===== config.mk =====
export PLATFORM = sky130hd
export DESIGN_NAME = plc_cell
export DESIGN_NICKNAME = d
export VERILOG_FILES = /design/src/rtl/plc_pkg.sv /design/src/rtl/plc_cell.sv
export SDC_FILE = /design/constraint.sdc
export NUM_CORES = 1
export LEC_CHECK = 0
export ABC_AREA = 1
export BUFFER_PORTS_ARGS = -buffer_cell sky130_fd_sc_hd__buf_2
export CAP_MARGIN = 0
export CORE_MARGIN = 3
export CORE_UTILIZATION = 40
export DETAILED_ROUTE_END_ITERATION = 7
export PLACE_DENSITY = 0.85
export SYNTH_ARGS = -nofsm -noshare
export SYNTH_HDL_FRONTEND = slang
export SYNTH_SLANG_ARGS = --single-unit

===== constraint.sdc =====
create_clock -name clk -period 6.25 [get_ports clk]
set_input_delay 0.625 -clock clk [delete_from_list [all_inputs] [get_ports clk]]
set_output_delay 0.625 -clock clk [all_outputs]
set_load 0.05 [all_outputs]

===== src/rtl/plc_pkg.sv =====
// ----------------------------------------------------------------------------
// plc_pkg
// shared types and codes for the positional list block
// ----------------------------------------------------------------------------
package plc_pkg;

  // largest supported list depth, sets the width of shift positions
  localparam int MAX_DEPTH   = 4096;
  localparam int SHIFT_W     = $clog2(MAX_DEPTH);
  localparam int DEF_DEPTH   = 64;

  // item field widths
  localparam int FUNC_W      = 3;
  localparam int POS_W       = 6;
  localparam int DATA_W      = 32;
  localparam int ECOUNT_W    = 7;
  localparam int STATUS_W    = 2;

  typedef enum logic [FUNC_W-1:0] {
    FN_APPEND    = 3'd0,
    FN_PREPEND   = 3'd1,
    FN_INSERT    = 3'd2,
    FN_POP_LAST  = 3'd3,
    FN_POP_FIRST = 3'd4,
    FN_ERASE     = 3'd5,
    FN_READ      = 3'd6
  } func_t;

  typedef enum logic [STATUS_W-1:0] {
    ST_OK     = 2'd0,
    ST_FULL   = 2'd1,
    ST_EMPTY  = 2'd2,
    ST_BADPOS = 2'd3
  } status_t;

  typedef enum logic [1:0] {
    SH_HOLD,
    SH_INSERT,
    SH_REMOVE
  } shift_op_t;

  // command broadcast to every cell of the chain
  typedef struct packed {
    shift_op_t          op;
    logic [SHIFT_W-1:0] at;
  } shift_cmd_t;

endpackage


===== src/rtl/plc_cell.sv =====
// ----------------------------------------------------------------------------
// plc_cell
// one list entry; takes the new value at its index on an insert, else loads from its left or right neighbor on a shift
// ----------------------------------------------------------------------------
module plc_cell #(
  parameter int INDEX = 0
) (
  input  logic                              clk,
  input  plc_pkg::shift_cmd_t               cmd,
  input  logic signed [plc_pkg::DATA_W-1:0] value,
  input  logic signed [plc_pkg::DATA_W-1:0] left_q,
  input  logic signed [plc_pkg::DATA_W-1:0] right_q,
  output logic signed [plc_pkg::DATA_W-1:0] q
);

  localparam logic [plc_pkg::SHIFT_W-1:0] Idx = plc_pkg::SHIFT_W'(INDEX);

  logic signed [plc_pkg::DATA_W-1:0] q_next;

  always_comb begin
    q_next = q;
    case (cmd.op)
      plc_pkg::SH_INSERT: begin
        if (Idx > cmd.at) begin
          q_next = left_q;
        end else if (Idx == cmd.at) begin
          q_next = value;
        end
      end
      plc_pkg::SH_REMOVE: begin
        if (Idx >= cmd.at) begin
          q_next = right_q;
        end
      end
      default: q_next = q;
    endcase
  end

  // payload only, no reset
  always_ff @(posedge clk) begin
    q <= q_next;
  end

endmodule


; Word-level counts from Yosys, hierarchy flattened
; Index checks and enable logic that the tools add are counted.
[classes]
n_lt_le_gt_ge = 2
eq_ne = 4
n_mux = 4
reduce_logical = 3
[op_table]
columns = cell, count
row1 = 32-bit 2-to-1 mux, 3
row2 = 32-bit one-hot mux with 2 select lines, 1
row3 = 1-bit by 12-bit >= comparator with 1-bit output (first input constant), 1
row4 = 1-bit by 12-bit > comparator with 1-bit output (first input constant), 1
row5 = 12-bit zero test, 1
row6 = 3-bit inequality test (second input constant), 1
row7 = 3-bit AND reduction, 1
row8 = 2-bit by 1-bit equality test with 1-bit output (second input constant), 1
row9 = 2-bit equality test (second input constant), 1
row10 = 2-bit inequality test (second input constant), 1
row11 = 2-bit nonzero test, 1
[word_totals]
reg_bits = 32
input_bits = 111
out_inout_bits = 32
elab_cells = 14

; Depth between registers and ports, before layout
; Gate-level depths: netlist (run 1).
[logic_depth]
ltp_word = 4
mapped_depth = 6
ltp_nobuf = 5

; Worst setup path after synthesis (run 1)
; No wires, ideal clock.
[synth_timing]
path_kind = input to register
start = input cmd[13] (netlist name)
end = register q[0] (netlist name), enable pin
setup_time_ns = 0.422
t_arrival_ns = 2.297
t_required_ns = 5.828
path_slack_ns = 3.532
cell_stages = 6
n_path_buf = 1
cell_sequence = buf_6 > inv_1 > nand2_1 > nand2_1 > nand2_1 > nor2_1
[synth_via]
elab_chain_cells = 3
elab_cells_between_ends = 6
cone_classes = 4 x eq/ne / 2 x reduce/logical
[synth_lines]
columns = item, line
row1 = start: declaration, plc_cell.sv:9  ; input plc_pkg::shift_cmd_t cmd,
row2 = 2-bit by 1-bit equality test with 1-bit output / 2-bit equality test (equally long branches), plc_cell.sv:22  ; case (cmd.op)
row3 = "3-bit inequality test (no source line), or another cell as far along", --
row4 = 3-bit AND reduction (no source line) (*), --
row5 = end signal: assignment, plc_cell.sv:41  ; q <= q_next;
row6 = end: declaration, plc_cell.sv:13  ; output logic signed [plc_pkg::DATA_W-1:0] q
; Mark *: on every way between the ends. The rest lies on a longest branch, timed or not.
; A chain may end at the register's enable or synchronous reset.

; Worst setup path in the final report (run 1)
[layout_timing]
start = input cmd[13] (netlist name)
end = register q[21] (netlist name), enable pin
; The elaborated chain is that of the path after synthesis.

==> results of run 1 <==
cells in the final DEF, fill, tap and decap left out, drive strengths merged:
| master | count |
|---|---|
| buf | 111 |
| nand2 | 75 |
| nand3 | 32 |
| edfxtp | 32 |
| inv | 14 |
| clkbuf | 5 |
| nor2 | 4 |
| clkinv | 3 |
through the flow:
step                std cells  worst slack, ns
floorplan                 167             3.53
global placement          316             3.77
detailed placement        316             3.76
CTS                       324             4.07
global route              324             3.95
finish                    324             4.08
synth_stat cells:
| cell | n | area, um2 |
|---|---|---|
| nand2_1 | 64 | 240 |
| nand2_8 | 1 | 20.0 |
| edfxtp_1 | 32 | 961 |
| nand2_2 | 10 | 62.6 |
| buf_6 | 4 | 45.0 |
| nand3_1 | 32 | 160 |
| buf_12 | 1 | 20.0 |
| nor2_1 | 4 | 15.0 |
| buf_4 | 4 | 30.0 |
| inv_1 | 13 | 48.8 |
| clkbuf_4 | 1 | 7.51 |
| inv_4 | 1 | 6.26 |
cell type report:
cell class	instances	area, um2	share of cell area, %
Clock buffer	5	68.8	3.10
Clock inverter	3	13.8	0.621
Inverter	14	55.1	2.48
Multi-Input combinational cell	111	500	22.6
Sequential cell	32	961	43.3
Tap cell	48	60.1	2.71
Timing Repair Buffer	111	558	25.2
cells by family (layout without fill, tap and decap cells):
family / Yosys count / after routing / share of synthesized area [%]
flip-flops: 32 / 32 / 59.4
buffers and inverters: 24 / 133 / 9.75
AND/OR/NAND/NOR: 111 / 111 / 30.8
routing by layer:
layer	vias up	share of wire, %
li1	758	-
met1	645	37
met2	81	52
met3	8	9.4
met4	0	1.8
met5	-	0
worst min path at each step:
stage                     startpoint  slack [ns]     to  cells past startpoint
after CTS                  value[16]        0.60  q[16]                      3
after global routing       value[22]        0.61  q[22]                      3
after floorplan            value[10]        0.80  q[10]                      2
final                      value[17]        0.61  q[17]                      3
after detailed placement   value[21]        0.89  q[21]                      3
after global placement     value[13]        0.89  q[13]                      3
power by group through the flow:
stage | combinational (mW) | clock [mW] | sequential, mW
after CTS | 0.0586 | 0.150 | 0.238
after floorplan | 0.0335 | 0 | 0.243
after detailed placement | 0.0584 | 0 | 0.243
after global routing | 0.0656 | 0.161 | 0.238
after global placement | 0.0554 | 0 | 0.243
final | 0.0575 | 0.146 | 0.238
==> results.tsv, run 1 <==
metric	value	unit
pin_count	143	
stdcell_area	2220	um2
vias_per_cell	4.60	
busiest_layer	met2	
overflow	0	
period_needed	2.17	ns
nNetsFinal	386	
pwr-share-seq	53.9	%
grt_pass1_vias	1386	
finalHoldViolCount	0	
p_leak	1.14	nW
reg_top3	q x32	
rows	22	
h-tree-depth	2	
cts-root-buf	clkbuf_8	
end_kind	flop	
final_util	58.8	%
syn_nets	278	
grt.total_usage	16.4	%
drc	0	
die_w	69.6	um
synth_area_per_cell	9.68	um2
fmax	0.461	GHz
die_y	69.6	um
antenna_found_initial	0	
path_cells	buf_2, nand2_8, nand2_1, nand2_1, nor2_2, buf_4	
irDropWorstVdd	0.114	mV
cp_num_cells	6	
whs	0.610	ns
coreArea	3770	um2
setup.worst_path.start	cmd[13]	
ys_seq_elements	32	
placed_area	2130	um2
use_met2	30.6	%
p_sw_share	22.8	%
clockBufferDepth	2	
critPathKind	input pin to flop	
period_share	34.7	%
place.gp.congestion	0.738	
switchingPower	0.101	mW
finalPower	0.442	mW
drt_wl_total	3950	um
ys_seq_area_share	59.4	%
clkSlewWorstSetupHoldPaths	0.06	ns
worst_slew_pin_slew	0.684	ns
diodes	0	
setup_viol	0	
grt_util_met3	5.07	%
grt_use_met1	16.2	%
grt_pass1_wl	6160	um
wl_per_cell	12.2	um
rsz0062_at_grt	no	
area_delta_synth_final	37.2	%
pwr-share-clk	33.1	%
ys_types	12	
cp-endpoint	q[21]	
crit_path_max_incr_delay	0.53	ns
synth_area	1620	um2
die-area	4840	um2
fin_setup_tns	0	ns
port_buffers	110	
netlist_instances	167	
cts_resized	0	
numClockSinks	32	
largest_reg_flops	32	
status	complete, no violations	
hpwl	2960	um
arrival	2.11	ns
regMostFlops	q	
num_vias	1492	
drv_slew	0	
first_pass_iters	4	
slew_headroom	54.4	%
numCtsBuffers	5	
p_int	0.341	mW
fillers	340	
p_comb_share	13.0	%
p_per_area	199	nW/um2
cts_setup_buffers	0	
holdCritPathClass	input pin to flop	
crit_path_max_fanout	34	
yosys_warnings	0	
cpMostUsedCell	nand2_1	
crit_buf_inv	2	
grt_max_degree	35	
antenna_left	0	
max_cap_violations	0	
drive_above_1_share	47.5	%
cp.required	6.19	ns
hold_buffers	0	
cts_tree	yes	
critPathLaunchType	input pin	
drt_iter0_drc	58	
start_util	42.9	%
cpMaxStageDelayCell	buf_2	
critPathTopFamily	buffers and inverters	
Note: power is estimated with default switching activity, not from simulation.
==> run 2: changes to the inputs <==
CORE_UTILIZATION = 37   (was 40)
PLACE_DENSITY = 0.79   (was 0.85)
clock period = 2.1 ns   (was 6.25 ns; I/O delays follow)
==> run 2 against run 1 <==
  * Flip-flop and latch count is the same
  * Core utilization shrank 4.3 points
  * Hold slack lost 0.41 ns
  * Design area grew 1.1%
  * Cell count grew 1.2%
  * Highest routed layer unchanged
  * Global-route usage shrank 1.7 points
  * Total power grew to 2.9 times the previous value
  * Clock power grew to 2.8 times the previous value
==> results.tsv, run 2 (same netlist as run 1, synthesis figures left out) <==
metric	value	unit
status	complete, no violations	
antenna_found_initial	0	
fillers	391	
final_cells	328	
numClockSinks	32	
rows	23	
grt_max_degree	34	
placedCellCount	321	
cp-endpoint	q[26]	
cp_num_cells	6	
diodes	0	
layout_common_cells	110 x buf_2, 64 x nand2_1, 32 x nand3_1, 32 x edfxtp_1, 13 x inv_1	
critPathLaunchType	input pin	
holdPathStages	3	
reg_top3	q x32	
rsz0062_at_grt	no	
period_share	60.1	%
whs	0.205	ns
placed_area	2160	um2
die_w	72.1	um
fmax	0.792	GHz
setup_viol	0	
cts_tree	yes	
start_util	39.3	%
p_leak	1.15	nW
num_vias	1467	
numCtsBuffers	5	
setup.worst_path.start	cmd[13]	
hold_buffers	0	
slew_headroom	78.4	%
drive_above_1_share	47.5	%
fin_setup_tns	0	ns
regMostFlops	q	
end_kind	flop	
die-area	5200	um2
p_per_area	577	nW/um2
cts_setup_buffers	0	
h-tree-depth	2	
mostFrequentLayoutCell	buf_2	
port_buffers	110	
setup_slack	0.838	ns
drt_iter0_drc	55	
stdcell_area	2240	um2
crit_path_max_fanout	33	
hpwl	2910	um
cts-root-buf	clkbuf_8	
pin_count	143	
grt_pass1_vias	1387	
overflow	0	
irDropWorstVdd	0.373	mV
finalHoldViolCount	0	
crit_path_max_incr_delay	0.26	ns
arrival	1.22	ns
coreArea	4120	um2
antenna_left	0	
holdCritPathClass	input pin to flop	
cp.required	2.06	ns
crit_buf_inv	2	
path_cells	buf_2, nand2_8, nand2_1, nand2_1, nor2_4, buf_4	
grt_pass1_wl	6020	um
drv_slew	0	
clockBufferDepth	2	
clkSlewWorstSetupHoldPaths	0.06	ns
drt_wl_total	3800	um
die_y	72.1	um
cpMaxStageDelayCell	buf_2	
area_delta_synth_final	38.6	%
vias_per_cell	4.47	
first_pass_iters	4	
place.gp.congestion	0.688	
pre_cts_ws	0.497	ns
largest_reg_flops	32	
critPathKind	input pin to flop	
cpMostUsedCell	nand2_1	
drc	0	
period_needed	1.26	ns
critPathTopFamily	buffers and inverters	
nNetsFinal	389	
grt.total_usage	14.7	%
worst_slew_pin_slew	0.325	ns
wl_per_cell	11.6	um
max_cap_violations	0	
cts_resized	0	
hold_start	value[11]	
[run 2: stage by stage]
step	utilization [%]	total power, mW
floorplan	-	0.822
global placement	52.6	0.890
detailed placement	52.6	0.898
CTS	54.5	1.32
global route	54.5	1.36
finish	54.5	1.29
[run 2: worst min-delay path by stage]
stage | endpoint
floorplan | q[10]
global placement | q[19]
detailed placement | q[11]
global route | q[17]
finish | q[11]
CTS | q[11]
[run 2: metal layers]
layer | routed length (um) | vias to the layer above | global-route usage, %
met3 | 307 | 2 | 4.43
met2 | 1990 | 62 | 27.3
met4 | 13 | 0 | 3.13
met1 | 1490 | 639 | 16.6
li1 | - | 764 | -
met5 | 0 | - | 0
[run 2: final cells by class]
class	instances	area (um2)	area share (%)
clock inverter	2	7.51	0.335
timing repair buffer	114	581	25.9
sequential	32	961	42.9
clock buffer	5	68.8	3.07
multi-input combinational	111	505	22.6
inverter	14	55.1	2.46
tap	50	62.6	2.79
[run 2: where the power goes]
part | total, mW | internal, mW | leakage [nW] | switching (mW)
clock network | 0.411 | 0.218 | 0.0391 | 0.193
registers | 0.709 | 0.708 | 0.280 | 0.0000193
logic | 0.173 | 0.0849 | 0.827 | 0.0880
total | 1.29 | 1.01 | 1.15 | 0.281
==> run 3: changes to the inputs <==
CORE_UTILIZATION = 34   (was 37)
PLACE_DENSITY = 0.77   (was 0.79)
clock period = 1.08 ns   (was 2.1 ns; I/O delays follow)
==> run 3 against run 2 <==
  * Core utilization fell by 2.6 points
  * Flip-flop and latch count did not move
  * Critical path type is now flop to output port
  * Largest power group unchanged
  * First-iteration DRC count fell by 20%
  * Via count rose by 2.3%
==> results.tsv, run 3 (same netlist as run 1, synthesis figures left out) <==
metric	value	unit
cts_resized	0	
grt_pass1_wl	5820	um
nNetsFinal	391	
drv_slew	0	
die_w	75.0	um
drt_iter0_drc	44	
fmax	1.02	GHz
grt_max_degree	33	
rsz0062_at_grt	no	
setup_viol	0	
wl_per_cell	11.5	um
period_share	90.8	%
critPathLaunchType	flop	
reg_top3	q x32	
antenna_found_initial	0	
rows	24	
arrival	0.87	ns
placed_area	2210	um2
die-area	5620	um2
h-tree-depth	2	
die_y	75.0	um
crit_buf_inv	1	
multiInputGateArea	510	um2
overflow	0	
numClockSinks	32	
start_util	36.1	%
drc	0	
place.gp.congestion	0.611	
period_needed	0.981	ns
critPathTopFamily	flip-flops	
finalHoldViolCount	0	
vias_per_cell	4.51	
pin_count	143	
cts-root-buf	clkbuf_8	
regArea	961	um2
clkSlewWorstSetupHoldPaths	0.06	ns
hold_buffers	0	
largest_reg_flops	32	
layout_common_cells	110 x buf_2, 62 x nand2_1, 32 x nand3_1, 32 x edfxtp_1	
hpwl	3010	um
worst_slew_pin_slew	0.371	ns
grt_pass1_vias	1332	
status	complete, no violations	
first_pass_iters	3	
stdcell_area	2320	um2
crit_path_max_fanout	1	
slew_headroom	75.3	%
diodes	0	
cts_tree	yes	
p_leak	1.17	nW
irDropWorstVdd	0.704	mV
numCtsBuffers	5	
fillers	432	
num_vias	1501	
cts_setup_buffers	0	
max_cap_violations	0	
crit_path_max_incr_delay	0.33	ns
coreArea	4470	um2
p_per_area	1210	nW/um2
whs	0.0937	ns
regMostFlops	q	
area_delta_synth_final	43.4	%
end_kind	output port	
path_cells	buf_2	
clockBufferDepth	2	
port_buffers	110	
antenna_left	0	
cpMaxStageDelayCell	edfxtp_1	
cp.required	0.97	ns
mostFrequentLayoutCell	buf_2	
drt_wl_total	3850	um
holdCritPathClass	input pin to flop	
grt.total_usage	13.8	%
drive_above_1_share	49.1	%
critPathKind	flop to output port	
[run 3: cell types whose count changed in the layout (fill, tap and decap cells not counted), sizes merged]
cell	delta
buf	+2
bufinv	+1
[run 3: metrics by stage]
stage | std cells | utilization (%) | setup TNS (ns) | setup WS [ns] | power [mW]
after floorplan | 167 | - | -6.93 | -0.217 | 1.61
after global placement | 325 | 49.4 | -2.11 | -0.0713 | 1.74
after detailed placement | 325 | 49.4 | -2.84 | -0.0938 | 1.75
after CTS | 333 | 51.8 | 0 | 0.0789 | 2.85
after global routing | 333 | 51.8 | 0 | 0.0572 | 2.93
final | 333 | 51.8 | 0 | 0.0992 | 2.80
[run 3: final timing paths]
kind / start / end / slack, ns / cells past startpoint
worst max-delay path: q[28] / q[28] / 0.1 / 1
worst min-delay path: value[30] / q[30] / 0.09 / 3
[run 3: area by class of cell]
| type | count | share of cell area (%) |
|---|---|---|
| clock buffer | 5 | 2.97 |
| sequential | 32 | 41.4 |
| tap | 52 | 2.81 |
| multi-input combinational | 111 | 22.0 |
| clock inverter | 3 | 1.62 |
| inverter | 14 | 2.37 |
| timing repair buffer | 116 | 26.8 |
[run 3: power by group]
| group | internal, mW | switching, mW |
|---|---|---|
| Sequential | 1.38 | 0.0000444 |
| Clock | 0.671 | 0.409 |
| Combinational | 0.171 | 0.171 |
[run 3: layer usage]
layer	wire (um)	global-route usage, %
met3	264	3.20
met4	19	5.34
met5	0	0
met1	1570	16.4
met2	1990	24.2
