**src/rtl/plc_pkg.sv**
```systemverilog
// ----------------------------------------------------------------------------
// plc_pkg
// shared types and codes for the positional list block
// ----------------------------------------------------------------------------
package plc_pkg;

  // largest supported list depth, sets the width of shift positions
  localparam int MAX_DEPTH   = 4096;
  localparam int SHIFT_W     = $clog2(MAX_DEPTH);
  localparam int DEF_DEPTH   = 64;

  // item field widths
  localparam int FUNC_W      = 3;
  localparam int POS_W       = 6;
  localparam int DATA_W      = 32;
  localparam int ECOUNT_W    = 7;
  localparam int STATUS_W    = 2;

  typedef enum logic [FUNC_W-1:0] {
    FN_APPEND    = 3'd0,
    FN_PREPEND   = 3'd1,
    FN_INSERT    = 3'd2,
    FN_POP_LAST  = 3'd3,
    FN_POP_FIRST = 3'd4,
    FN_ERASE     = 3'd5,
    FN_READ      = 3'd6
  } func_t;

  typedef enum logic [STATUS_W-1:0] {
    ST_OK     = 2'd0,
    ST_FULL   = 2'd1,
    ST_EMPTY  = 2'd2,
    ST_BADPOS = 2'd3
  } status_t;

  typedef enum logic [1:0] {
    SH_HOLD,
    SH_INSERT,
    SH_REMOVE
  } shift_op_t;

  // command broadcast to every cell of the chain
  typedef struct packed {
    shift_op_t          op;
    logic [SHIFT_W-1:0] at;
  } shift_cmd_t;

endpackage

```
**src/rtl/plc_ctrl.sv**
```systemverilog
// ----------------------------------------------------------------------------
// plc_ctrl
// decodes one operation against the entry count: status, read enable, new count, shift
// ----------------------------------------------------------------------------
module plc_ctrl #(
  parameter int DEPTH = plc_pkg::DEF_DEPTH
) (
  input  logic [plc_pkg::FUNC_W-1:0]   func,
  input  logic [plc_pkg::POS_W-1:0]    position,
  input  logic [$clog2(DEPTH+1)-1:0]   count,
  output plc_pkg::shift_cmd_t          cmd,
  output logic [$clog2(DEPTH+1)-1:0]   count_next,
  output plc_pkg::status_t             status,
  output logic                         read_ok
);

  localparam int CW = $clog2(DEPTH+1);
  localparam int XW = (CW > plc_pkg::POS_W) ? CW : plc_pkg::POS_W;

  logic          full;
  logic          empty;
  logic [XW-1:0] pos_x;
  logic [XW-1:0] cnt_x;

  assign full  = (count == CW'(DEPTH));
  assign empty = (count == '0);
  assign pos_x = XW'(position);
  assign cnt_x = XW'(count);

  always_comb begin
    cmd.op     = plc_pkg::SH_HOLD;
    cmd.at     = '0;
    count_next = count;
    status     = plc_pkg::ST_OK;
    read_ok    = 1'b0;
    case (plc_pkg::func_t'(func))
      plc_pkg::FN_APPEND: begin
        if (full) begin
          status = plc_pkg::ST_FULL;
        end else begin
          cmd.op     = plc_pkg::SH_INSERT;
          cmd.at     = plc_pkg::SHIFT_W'(count);
          count_next = count + CW'(1);
        end
      end
      plc_pkg::FN_PREPEND: begin
        if (full) begin
          status = plc_pkg::ST_FULL;
        end else begin
          cmd.op     = plc_pkg::SH_INSERT;
          count_next = count + CW'(1);
        end
      end
      plc_pkg::FN_INSERT: begin
        if (full) begin
          status = plc_pkg::ST_FULL;
        end else if (pos_x > cnt_x) begin
          status = plc_pkg::ST_BADPOS;
        end else begin
          cmd.op     = plc_pkg::SH_INSERT;
          cmd.at     = plc_pkg::SHIFT_W'(position);
          count_next = count + CW'(1);
        end
      end
      plc_pkg::FN_POP_LAST: begin
        if (empty) begin
          status = plc_pkg::ST_EMPTY;
        end else begin
          count_next = count - CW'(1);
        end
      end
      plc_pkg::FN_POP_FIRST: begin
        if (empty) begin
          status = plc_pkg::ST_EMPTY;
        end else begin
          cmd.op     = plc_pkg::SH_REMOVE;
          count_next = count - CW'(1);
        end
      end
      plc_pkg::FN_ERASE: begin
        if (empty) begin
          status = plc_pkg::ST_EMPTY;
        end else if (pos_x >= cnt_x) begin
          status = plc_pkg::ST_BADPOS;
        end else begin
          cmd.op     = plc_pkg::SH_REMOVE;
          cmd.at     = plc_pkg::SHIFT_W'(position);
          count_next = count - CW'(1);
        end
      end
      plc_pkg::FN_READ: begin
        if (pos_x >= cnt_x) begin
          status = plc_pkg::ST_BADPOS;
        end else begin
          read_ok = 1'b1;
        end
      end
      default: begin
        // unused code: no change, status ok
        status = plc_pkg::ST_OK;
      end
    endcase
  end

endmodule
```
**config.mk**
```make
export PLATFORM = sky130hd
export DESIGN_NAME = plc_ctrl
export DESIGN_NICKNAME = d
export VERILOG_FILES = /design/src/rtl/plc_pkg.sv /design/src/rtl/plc_ctrl.sv
export SDC_FILE = /design/constraint.sdc
export NUM_CORES = 1
export LEC_CHECK = 0
export BUFFER_PORTS_ARGS = -buffer_cell sky130_fd_sc_hd__clkbuf_2
export CORE_MARGIN = 1.5
export CORE_UTILIZATION = 53
export DETAILED_ROUTE_END_ITERATION = 12
export PLACE_DENSITY = 0.84
export SETUP_SLACK_MARGIN = 0.1
export SLEW_MARGIN = 25
export SYNTH_ARGS = -nofsm -noshare
export SYNTH_HDL_FRONTEND = slang
export SYNTH_SLANG_ARGS = --single-unit
```
**constraint.sdc**
```tcl
create_clock -name vclk -period 2.3
set_input_delay 0.115 -clock vclk [all_inputs]
set_output_delay 0.115 -clock vclk [all_outputs]
set_load 0.02 [all_outputs]
```
== Word-level counts from Yosys, hierarchy flattened ==
Cells that the tools add are included.
Widths: inputs -> output; s select.
Storage, ports and cells
  flip-flop bits (word level): 0
  input port bits: 16
  logic and storage cells: 40
  output and inout port bits: 24
Cells by class
  multiplexer cells: 25
  $lt $le $gt $ge: 2
  add/sub/neg operators: 2
  reduce and logical (&&, ||, !) cells: 4
  eq/ne operators: 7
Operators with widths (number)
  $mux 7: 6
  $mux 13: 3
  $pmux 12 s3: 1
  $mux 14: 2
  $pmux 7 s4: 1
  $pmux 2 s5: 2
  $mux 2: 6
  $eq 3x3->1 const B: 3
  $add 7x1->7 const B: 1
  $eq 7x7->1 const B: 1
  $ge 6x7->1: 1
  $gt 6x7->1: 1
  $logic_not 7->1: 1
  $sub 7x1->7 const B: 1
  $eq 3x2->1 const B: 2
  $mux 1: 4
  $reduce_or 2->1: 2
  $eq 3x1->1 const B: 1
  $logic_not 3->1: 1

== Longest topological paths before layout ==
Gate-level depths: netlist of the first run.
  depth after elaboration: 4
  mapped depth: 10

== Worst setup path after synthesis of the first run ==
Ideal clock, no wire load.
  path type: input to output
  start point: input count[2]
  end point: output count_next[3]
  stages on the path: 9
  slack: 0 ps
  path buffers: 1
  required time: 2185 ps
  arrival: 2185 ps
  path through: buf_2 -> inv_1 -> ha_1 -> a21oi_1 -> a21boi_4 -> o21a_4 -> a211oi_4 -> a21oi_1 -> a22oi_1
Between the ends
  word-level cells in the longest chain between the ends: 4
  elaborated cells between the ends (all ways): 13
Ends and longest elaborated chain
  from (decl): RTL line plc_ctrl.sv:10  | input logic [$clog2(DEPTH+1)-1:0] count,
  $sub 7x1->7 (tied with other cells): RTL line plc_ctrl.sv:69, plc_ctrl.sv:77, plc_ctrl.sv:88
  $mux 7 (on tied branches): RTL line plc_ctrl.sv:83, plc_ctrl.sv:57
  $mux 7 (on tied branches): RTL line plc_ctrl.sv:81, plc_ctrl.sv:55
  $pmux 7 s4 *: RTL line plc_ctrl.sv:36  | case (plc_pkg::func_t'(func))
  to (decl): RTL line plc_ctrl.sv:12  | output logic [$clog2(DEPTH+1)-1:0] count_next,
Mark *: on every way between the ends. The rest lies on a longest branch, timed or not.

== Worst setup path in the final report of the first run ==
Ends and elaborated chain as after synthesis.

==> results of run 1 <==
[cells in the mapped netlist (all sizes together), types with 4 or more instances]
cell    number  area, sq um
nor3        10         50.1
nand2b       5         31.3
ha          10          125
nor2        14         52.6
and3         4         25.0
buf          8         51.3
nand2       13         48.8
a21oi       13         65.1
inv         12         45.0
a211oi       4         42.5
o21ai        7         35.0
a22o         6         52.6
nand3        9         45.0
a31oi        4         25.0
[layer usage]
layer,vias to the layer above,share of wire [%]
met3,28,11
met2,144,49
met5,-,0
met1,721,37
met4,0,3.7
li1,715,-
[cell families (layout without fill, tap and decap cells)]
family          after synthesis  in the layout
other cells                   1              5
simple gates                 67             67
compound gates               59             59
mux                           1              1
fa+ha+maj                    10             10
buf+inv                      23             67
xor+xnor                      2              2
[worst min-delay path, cell delays in order]
cell and delay [ps]:
clkbuf_2 90, a22o_1 110, clkbuf_2 160
[area by class of cell]
type               instances  area, sq um  share of cell area (%)
well taps                 27         33.8                    2.17
multi-input cells        144         1140                    72.9
repair buffers            55          342                    21.9
inverters                 12         47.5                    3.05
[power groups by stage]
stage | registers [mW] | clock network [mW] | logic (mW)
floorplan | 0 | 0 | 0.211
global placement | 0 | 0 | 0.298
detailed placement | 0 | 0 | 0.308
CTS | 0 | 0 | 0.313
global route | 0 | 0 | 0.404
finish | 0 | 0 | 0.376
[timing repair]
| action | in CTS | in global routing |
|---|---|---|
| buffers inserted | 0 | 5 |
| hold buffers | 0 | 0 |
| pin swaps | 0 | 8 |
| gates resized for setup | 4 | 35 |
| setup endpoints to repair | 4 | 14 |
[worst paths after layout]
kind / end / cells after the start
max: count_next[3] / 10
min: cmd[0] / 3
==> summary.md, run 1 <==
| Metric | Value |
|---|---|
| Critical Path AT | `~2100 ps` |
| Smallest setup slack after layout | `roughly 42 ps` |
| Critical Path Start Type | `input pin` |
| Tot GR Track Use | `35.7%` |
| Fillers | `roughly 130` |
| Crit path launch | `count[2]` |
| Pwr per Cell Area | `~240 nW/um^2` |
| Seq_cells | `0` |
| Register area | `0 sq um` |
| CP Cell Sequence | `clkbuf_2 -> inv_1 -> ha_1 -> a21oi_1 -> a21boi_4 -> o21a_4 -> a211oi_4 -> a21oi_1 -> a22oi_2 -> buf_4` |
| Max stage delay on crit path | `just under 400 ps` |
| PortBufs | `35` |
| Mapped Area | `1060 sq um` |
| Max-slew headroom | `44.1%` |
| Setup TNS Final | `0 ps` |
| Final-report max-slew violation count | `0` |
| Crit path max-delay cell type | `a211oi_4` |
| WP data required | `between 2000 and 2500 ps` |
| Clk network pwr share | `0%` |
| P_sw | `roughly 0.23 mW` |
| Worst VDD drop | `about 0.15 mV` |
| Multiplexer share of the synthesized area | `less than 1%` |
| Die area | `around 2300 sq um` |
| Critical path's top delay family | `compound AO/OA/AOI/OAI gates` |
| Commonest non-fill, non-tap cell in the layout | `clkbuf_2` |
| Total power | `~0.38 mW` |
| Worst Tran Pin Value | `~830 ps` |
| Seq pwr share | `0%` |
| Endpoints failing hold | `0` |
| Global Route met3 Usage | `approximately 4.5%` |
| Largest net degree at the start of global routing | `17` |
| Max-Cap Viols | `0` |
| First-pass GRT wire length | `6000 um` |
| Floorplan row count | `16` |
| CP most frequent cell | `a21oi_1` |
| Final Cycle Share | `between 90% and 100%` |
| Wire per inst | `approximately 18 um` |
| Largest family of logic cells by synthesized area | `compound AO/OA/AOI/OAI gates` |
| Min-delay src | `position[0]` |
| Fmax | `roughly 0.44 GHz` |
| Clock Buffer Count | `0` |
| Compound-Gate Fraction of Synth Area | `42.6%` |
| Grt met2 use | `61.6%` |
| Hold WS | `589 ps` |
| Sw frac | `60.4%` |
| Final HPWL DP | `around 2900 um` |
| Simple-Gate Fraction of Synth Area | `about a third` |
| Dpl cells | `233` |
| Mapped Cells | `between 150 and 200` |
| Non-filler cells, final | `~240` |
| DRC | `0` |
| Effective utilization at floorplan | `between 50 and 60%` |
| Chip width | `about 48 um` |
| Post-detailed-routing wire length | `roughly 4400 um` |
| Setup CP Type | `input pin to primary output` |
| RSZ-0062 raised after global routing | `true` |
| Share of cells above drive strength 1 | `between 40 and 50%` |
| Layout net count | `between 200 and 250` |
| Critical Path Fanout Max | `6` |
| Post-synth cell types | `50` |
| Final Instance Area | `~1600 sq um` |
| Leakage | `approximately 0.7 nW` |
| Fin crit period | `~2300 ps` |
| Synth Area in XOR/XNOR | `1.65%` |
| Placer Congestion | `between 1 and 1.5` |
| Via Count | `~1600` |
| Adder-cell area share of the yosys netlist | `about an eighth` |
| I/O Pins | `40` |
| Post-Place Cell Area | `approximately 1400 sq um` |
| Area delta synth->final | `46.9%` |
| Synth Warn # | `0` |
| Part of the Yosys area used for sequential elements | `0%` |
| Post-DRT Antenna Nets | `0` |
| N_diodes | `0` |
| Internal | `between 0.1 and 0.15 mW` |
| Drt via density | `6.76` |
| Met1 Use GR | `between 40 and 50%` |
| Finished Core Util | `81.2%` |
| Most frequent cells in the layout | `clkbuf_2, buf_4, nor2_1, nand2_1, a21oi_1` |
| Syn avg cell area | `~6.5 sq um` |
| Initial DRC count | `95` |
| DP Worst Slack | `roughly 9.5 ps` |
| CP Capture Type | `primary output` |
| Die Y | `47.8 um` |
| GR Overflow Total | `0` |
| Worst path bufs/invs | `3` |
| Status | `finished clean` |
| Worst min path class | `input pin to primary output` |
| Final Setup Violations | `0` |
| GRT busiest layer | `met2` |
| Core box area | `between 1500 and 2000 sq um` |
| Number of global-route vias before repair | `1346` |
| Initial antenna violation count | `0` |
| Combinational share of power | `100.0%` |
| 1st-pass router iterations | `5` |
No activity file was read; power rests on OpenSTA's default activity.
==> run 2, diff against run 1 <==
--- a/config.mk
+++ b/config.mk
@@ -9,6 +9,7 @@
 export CORE_MARGIN = 1.5
 export CORE_UTILIZATION = 53
 export DETAILED_ROUTE_END_ITERATION = 12
+export MAX_ROUTING_LAYER = met4
 export PLACE_DENSITY = 0.84
 export SETUP_SLACK_MARGIN = 0.1
 export SLEW_MARGIN = 25
==> summary.md, run 2 (synthesized netlist as in run 1, its figures left out) <==
| Metric | Value |
|---|---|
| Worst min path class | `input pin to primary output (unchanged)` |
| Initial antenna violation count | `0 (unchanged)` |
| CP Capture Type | `primary output (unchanged)` |
| Die Y | `47.8 um (unchanged)` |
| I/O Pins | `40 (unchanged)` |
| Min-delay src | `position[3] (was position[0])` |
| Max-Cap Viols | `0 (unchanged)` |
| Worst Tran Pin Value | `814 ps (was 831 ps)` |
| Critical Path AT | `2150 ps (was 2140 ps)` |
| Status | `finished clean (unchanged)` |
| Most frequent cells in the layout | `clkbuf_2, buf_4, nor2_1, nand2_1, a21oi_1 (unchanged)` |
| DRC | `0 (unchanged)` |
| Seq_cells | `0 (unchanged)` |
| PortBufs | `35 (unchanged)` |
| Total power | `0.369 mW (was 0.376 mW)` |
| Final HPWL DP | `3030 um (was 2860 um)` |
| First-pass GRT wire length | `5690 um (was 6000 um)` |
| Finished Core Util | `80.5% (was 81.2%)` |
| Fillers | `142 (was 126)` |
| Hold-fix buffers at CTS | `0 (unchanged)` |
| Critical Path Fanout Max | `6 (unchanged)` |
| Hold WS | `595 ps (was 589 ps)` |
| Layout net count | `240 (was 239)` |
| Commonest non-fill, non-tap cell in the layout | `clkbuf_2 (unchanged)` |
| Placer Congestion | `1.01 (was 1.02)` |
| Die area | `2280 sq um (unchanged)` |
| RSZ-0062 raised after global routing | `true (unchanged)` |
| Post-Place Cell Area | `1380 sq um (was 1360 sq um)` |
| Core box area | `1920 sq um (unchanged)` |
| Effective utilization at floorplan | `55.3% (unchanged)` |
| Number of global-route vias before repair | `1273 (was 1346)` |
| Final Setup Violations | `0 (unchanged)` |
| N_diodes | `0 (unchanged)` |
| DP Worst Slack | `51.1 ps (was 9.51 ps)` |
| 1st-pass router iterations | `5 (unchanged)` |
| Endpoints failing hold | `0 (unchanged)` |
| Leakage | `0.689 nW (was 0.685 nW)` |
| Share of cells above drive strength 1 | `41.0% (was 41.2%)` |
| Clock Buffer Count | `0 (unchanged)` |
| Fin crit period | `2270 ps (was 2260 ps)` |
| Post-DRT Antenna Nets | `0 (unchanged)` |
| Wire per inst | `17.9 um (was 18.5 um)` |
| Post-detailed-routing wire length | `4290 um (was 4400 um)` |
| Crit path launch | `count[4] (was count[2])` |
| WP data required | `2180 ps (about the same)` |
| Area delta synth->final | `45.6% (was 46.9%)` |
| Initial DRC count | `105 (was 95)` |
| Largest net degree at the start of global routing | `17 (unchanged)` |
| Tot GR Track Use | `35.2% (was 35.7%)` |
| Via Count | `1583 (was 1608)` |
| GR Overflow Total | `0 (unchanged)` |
| Final-report max-slew violation count | `0 (unchanged)` |
| Final Cycle Share | `98.6% (was 98.2%)` |
| Max-slew headroom | `45.3% (was 44.1%)` |
| Worst VDD drop | `0.168 mV (was 0.152 mV)` |
| Drt via density | `6.62 (was 6.76)` |
| Register area | `0 sq um (unchanged)` |
| Fmax | `0.441 GHz (was 0.443 GHz)` |
| Smallest setup slack after layout | `31.7 ps (was 41.8 ps)` |
| Floorplan row count | `16 (unchanged)` |
| Pwr per Cell Area | `239 nW/um^2 (was 241 nW/um^2)` |
| Chip width | `47.8 um (unchanged)` |
| Setup CP Type | `input pin to primary output (unchanged)` |
| Critical Path Start Type | `input pin (unchanged)` |
| Final Instance Area | `1550 sq um (was 1560 sq um)` |
run 2: per-stage QoR:
step           TNS, ps  std cells
3_3_place_gp         0        235
2_1_floorplan        0        167
5_1_grt           -146        239
6_report             0        239
4_1_cts              0        235
3_5_place_dp         0        235
run 2: report_power, final:
| group | internal, mW | leakage [nW] | switching (mW) |
|---|---|---|---|
| clock network | 0 | 0 | 0 |
| logic | 0.147 | 0.689 | 0.222 |
| registers | 0 | 0 | 0 |
| total | 0.147 | 0.689 | 0.222 |
run 2: area by class of cell:
class              count  area, sq um  share of cell area, %
multi-input cells    144         1120                   72.7
inverters             12         45.0                   2.91
repair buffers        56          343                   22.2
well taps             27         33.8                   2.18
run 2: critical path, stage by stage:
cell and delay [ps]:
clkbuf_2 90, inv_1 70, ha_4 280, and4b_2 280, nand4_1 210, o21a_4 220, a211oi_4 380, a22oi_1 180
o21ai_2 150, clkbuf_2 180
run 2: path summary, 6_finish.rpt:
| path | depth (start not counted) | to |
|---|---|---|
| setup / recovery | 10 | count_next[2] |
| hold / removal | 3 | cmd[3] |
run 2: per-layer routing:
metal | up-vias | part of all wire, % | track usage, %
met3 | 25 | 9.1 | 0.377
li1 | 720 | - | -
met5 | - | 0 | -
met4 | 0 | 4.0 | 14.1
met1 | 705 | 39 | 44.8
met2 | 133 | 48 | 58.7
run 2: what timing repair did:
item,4_1_cts,5_1_grt
endpoints found under the setup margin,9,13
pin swaps,1,7
gates resized for setup,3,32
buffers inserted,0,4
gates cloned,0,0
==> run 3, diff against run 2 <==
--- a/config.mk
+++ b/config.mk
@@ -7,10 +7,10 @@
 export LEC_CHECK = 0
 export BUFFER_PORTS_ARGS = -buffer_cell sky130_fd_sc_hd__clkbuf_2
 export CORE_MARGIN = 1.5
-export CORE_UTILIZATION = 53
+export CORE_UTILIZATION = 57
 export DETAILED_ROUTE_END_ITERATION = 12
 export MAX_ROUTING_LAYER = met4
-export PLACE_DENSITY = 0.84
+export PLACE_DENSITY = 0.9
 export SETUP_SLACK_MARGIN = 0.1
 export SLEW_MARGIN = 25
 export SYNTH_ARGS = -nofsm -noshare
==> constraint.sdc (replaced) <==
create_clock -name vclk -period 2.9
set_input_delay 0.145 -clock vclk [all_inputs]
set_output_delay 0.145 -clock vclk [all_outputs]
set_load 0.02 [all_outputs]
==> summary.md, run 3 (synthesized netlist as in run 1, its figures left out) <==
| Metric | Value |
|---|---|
| Worst Tran Pin Value | `810 ps (was 814 ps)` |
| 1st-pass router iterations | `5 (unchanged)` |
| Min-delay src | `position[0] (was position[3])` |
| Largest net degree at the start of global routing | `17 (unchanged)` |
| First-pass GRT wire length | `5120 um (was 5690 um)` |
| PostCTS Resize Cnt | `0 (was 3)` |
| Crit path launch | `count[0] (was count[4])` |
| Post-Place Cell Area | `1220 sq um (was 1380 sq um)` |
| Via Count | `1420 (was 1583)` |
| CP Capture Type | `primary output (unchanged)` |
| Leakage | `0.566 nW (was 0.689 nW)` |
| Critical Path Start Type | `input pin (unchanged)` |
| Setup CP Type | `input pin to primary output (unchanged)` |
| DRC | `0 (unchanged)` |
| Layout net count | `219 (was 240)` |
| PortBufs | `35 (unchanged)` |
| Post-detailed-routing wire length | `3300 um (was 4290 um)` |
| Postcts setup bufs | `0 (unchanged)` |
| End of the worst hold path | `cmd[0] (was cmd[3])` |
| Fin crit period | `2600 ps` |
| Final HPWL DP | `2620 um (was 3030 um)` |
| N_diodes | `0 (unchanged)` |
| Number of global-route vias before repair | `1142 (was 1273)` |
| Dpl cells | `216 (was 235)` |
| Setup TNS Final | `0 ps (unchanged)` |
| Critical Path Fanout Max | `10 (was 6)` |
| Share of cells above drive strength 1 | `22.0% (was 41.0%)` |
| Initial DRC count | `64 (was 105)` |
| Placer Congestion | `1.01 (about the same)` |
| Max-Cap Viols | `0 (unchanged)` |
| Final Cycle Share | `89.5%` |
| Fmax | `~0.39 GHz` |
| Hold-fix buffers at CTS | `0 (unchanged)` |
| Fillers | `171 (was 142)` |
| RSZ-0062 raised after global routing | `false (was true)` |
| Drt via density | `6.57 (was 6.62)` |
| Smallest setup slack after layout | `304 ps (was 31.7 ps)` |
| DP Worst Slack | `321 ps (was 51.1 ps)` |
| Pwr per Cell Area | `184 nW/um^2 (was 239 nW/um^2)` |
| Floorplan row count | `15 (was 16)` |
| Status | `finished clean (unchanged)` |
| Initial antenna violation count | `0 (unchanged)` |
| Area delta synth->final | `15.0% (was 45.6%)` |
| Hold depth | `3 (unchanged)` |
| Clock Buffer Count | `0 (unchanged)` |
| Die area | `2130 sq um (was 2280 sq um)` |
| Commonest non-fill, non-tap cell in the layout | `clkbuf_2 (unchanged)` |
| Die Y | `46.2 um (was 47.8 um)` |
| Worst min path class | `input pin to primary output (unchanged)` |
| Non-filler cells, final | `216 (was 239)` |
| Register area | `0 sq um (unchanged)` |
| Final-report max-slew violation count | `0 (unchanged)` |
| I/O Pins | `40 (unchanged)` |
| GR Overflow Total | `0 (unchanged)` |
| Post-DRT Antenna Nets | `0 (unchanged)` |
| Worst VDD drop | `0.110 mV (was 0.168 mV)` |
| Hold WS | `646 ps (was 595 ps)` |
| Effective utilization at floorplan | `60.9% (was 55.3%)` |
| Endpoints failing hold | `0 (unchanged)` |
| Final Setup Violations | `0 (unchanged)` |
| Max-slew headroom | `45.6% (was 45.3%)` |
| Seq_cells | `0 (unchanged)` |
| Wire per inst | `15.3 um (was 17.9 um)` |
| Most frequent cells in the layout | `clkbuf_2, nor2_1, a21oi_1, nand2_1, inv_1 (was clkbuf_2, buf_4, nor2_1, nand2_1, a21oi_1)` |
| Core box area | `1750 sq um (was 1920 sq um)` |
| Final Instance Area | `1220 sq um (was 1550 sq um)` |
| Chip width | `46.2 um (was 47.8 um)` |
| WP data required | `2760 ps (was 2180 ps)` |
| Tot GR Track Use | `32.6% (was 35.2%)` |
| Critical Path AT | `2450 ps (was 2150 ps)` |
[run 3: worst max-delay path, cell delays in order]
cell and delay, ps:
clkbuf_2 150, ha_1 310, nand2b_1 150, a211oi_1 340, o22ai_2 270, o32ai_2 620, o22ai_1 150, o311ai_1 100
clkbuf_2 210
[run 3: cell type report]
class / instances / area (sq um) / area share, %
well taps: 25 / 31.3 / 2.56
repair buffers: 35 / 175 / 14.3
inverters: 12 / 45.0 / 3.69
multi-input cells: 144 / 970 / 79.4
[run 3: layer usage]
| metal | wire (um) | global-route usage (%) |
|---|---|---|
| met3 | 274 | 1.57 |
| met2 | 1650 | 53.3 |
| met4 | 28 | 8.00 |
| met5 | 0 | - |
| met1 | 1340 | 43.4 |
[run 3: worst max path at each step]
stage | end | slack (ps)
final | count_next[0] | 300
after global routing | count_next[0] | 120
after CTS | count_next[0] | 320
after detailed placement | count_next[0] | 320
after global placement | count_next[0] | 420
after floorplan | count_next[3] | 540
[run 3: metrics by stage]
stage                     power, mW  utilization (%)
after floorplan               0.160                -
after global placement        0.215             70.0
after detailed placement      0.222             70.0
after CTS                     0.223             70.0
after global routing          0.244             70.0
final                         0.225             70.0
[run 3: report_power, final]
group / total, mW / leakage (nW) / internal, mW / switching (mW)
sequential: 0 / 0 / 0 / 0
combinational: 0.225 / 0.566 / 0.0795 / 0.146
clock: 0 / 0 / 0 / 0
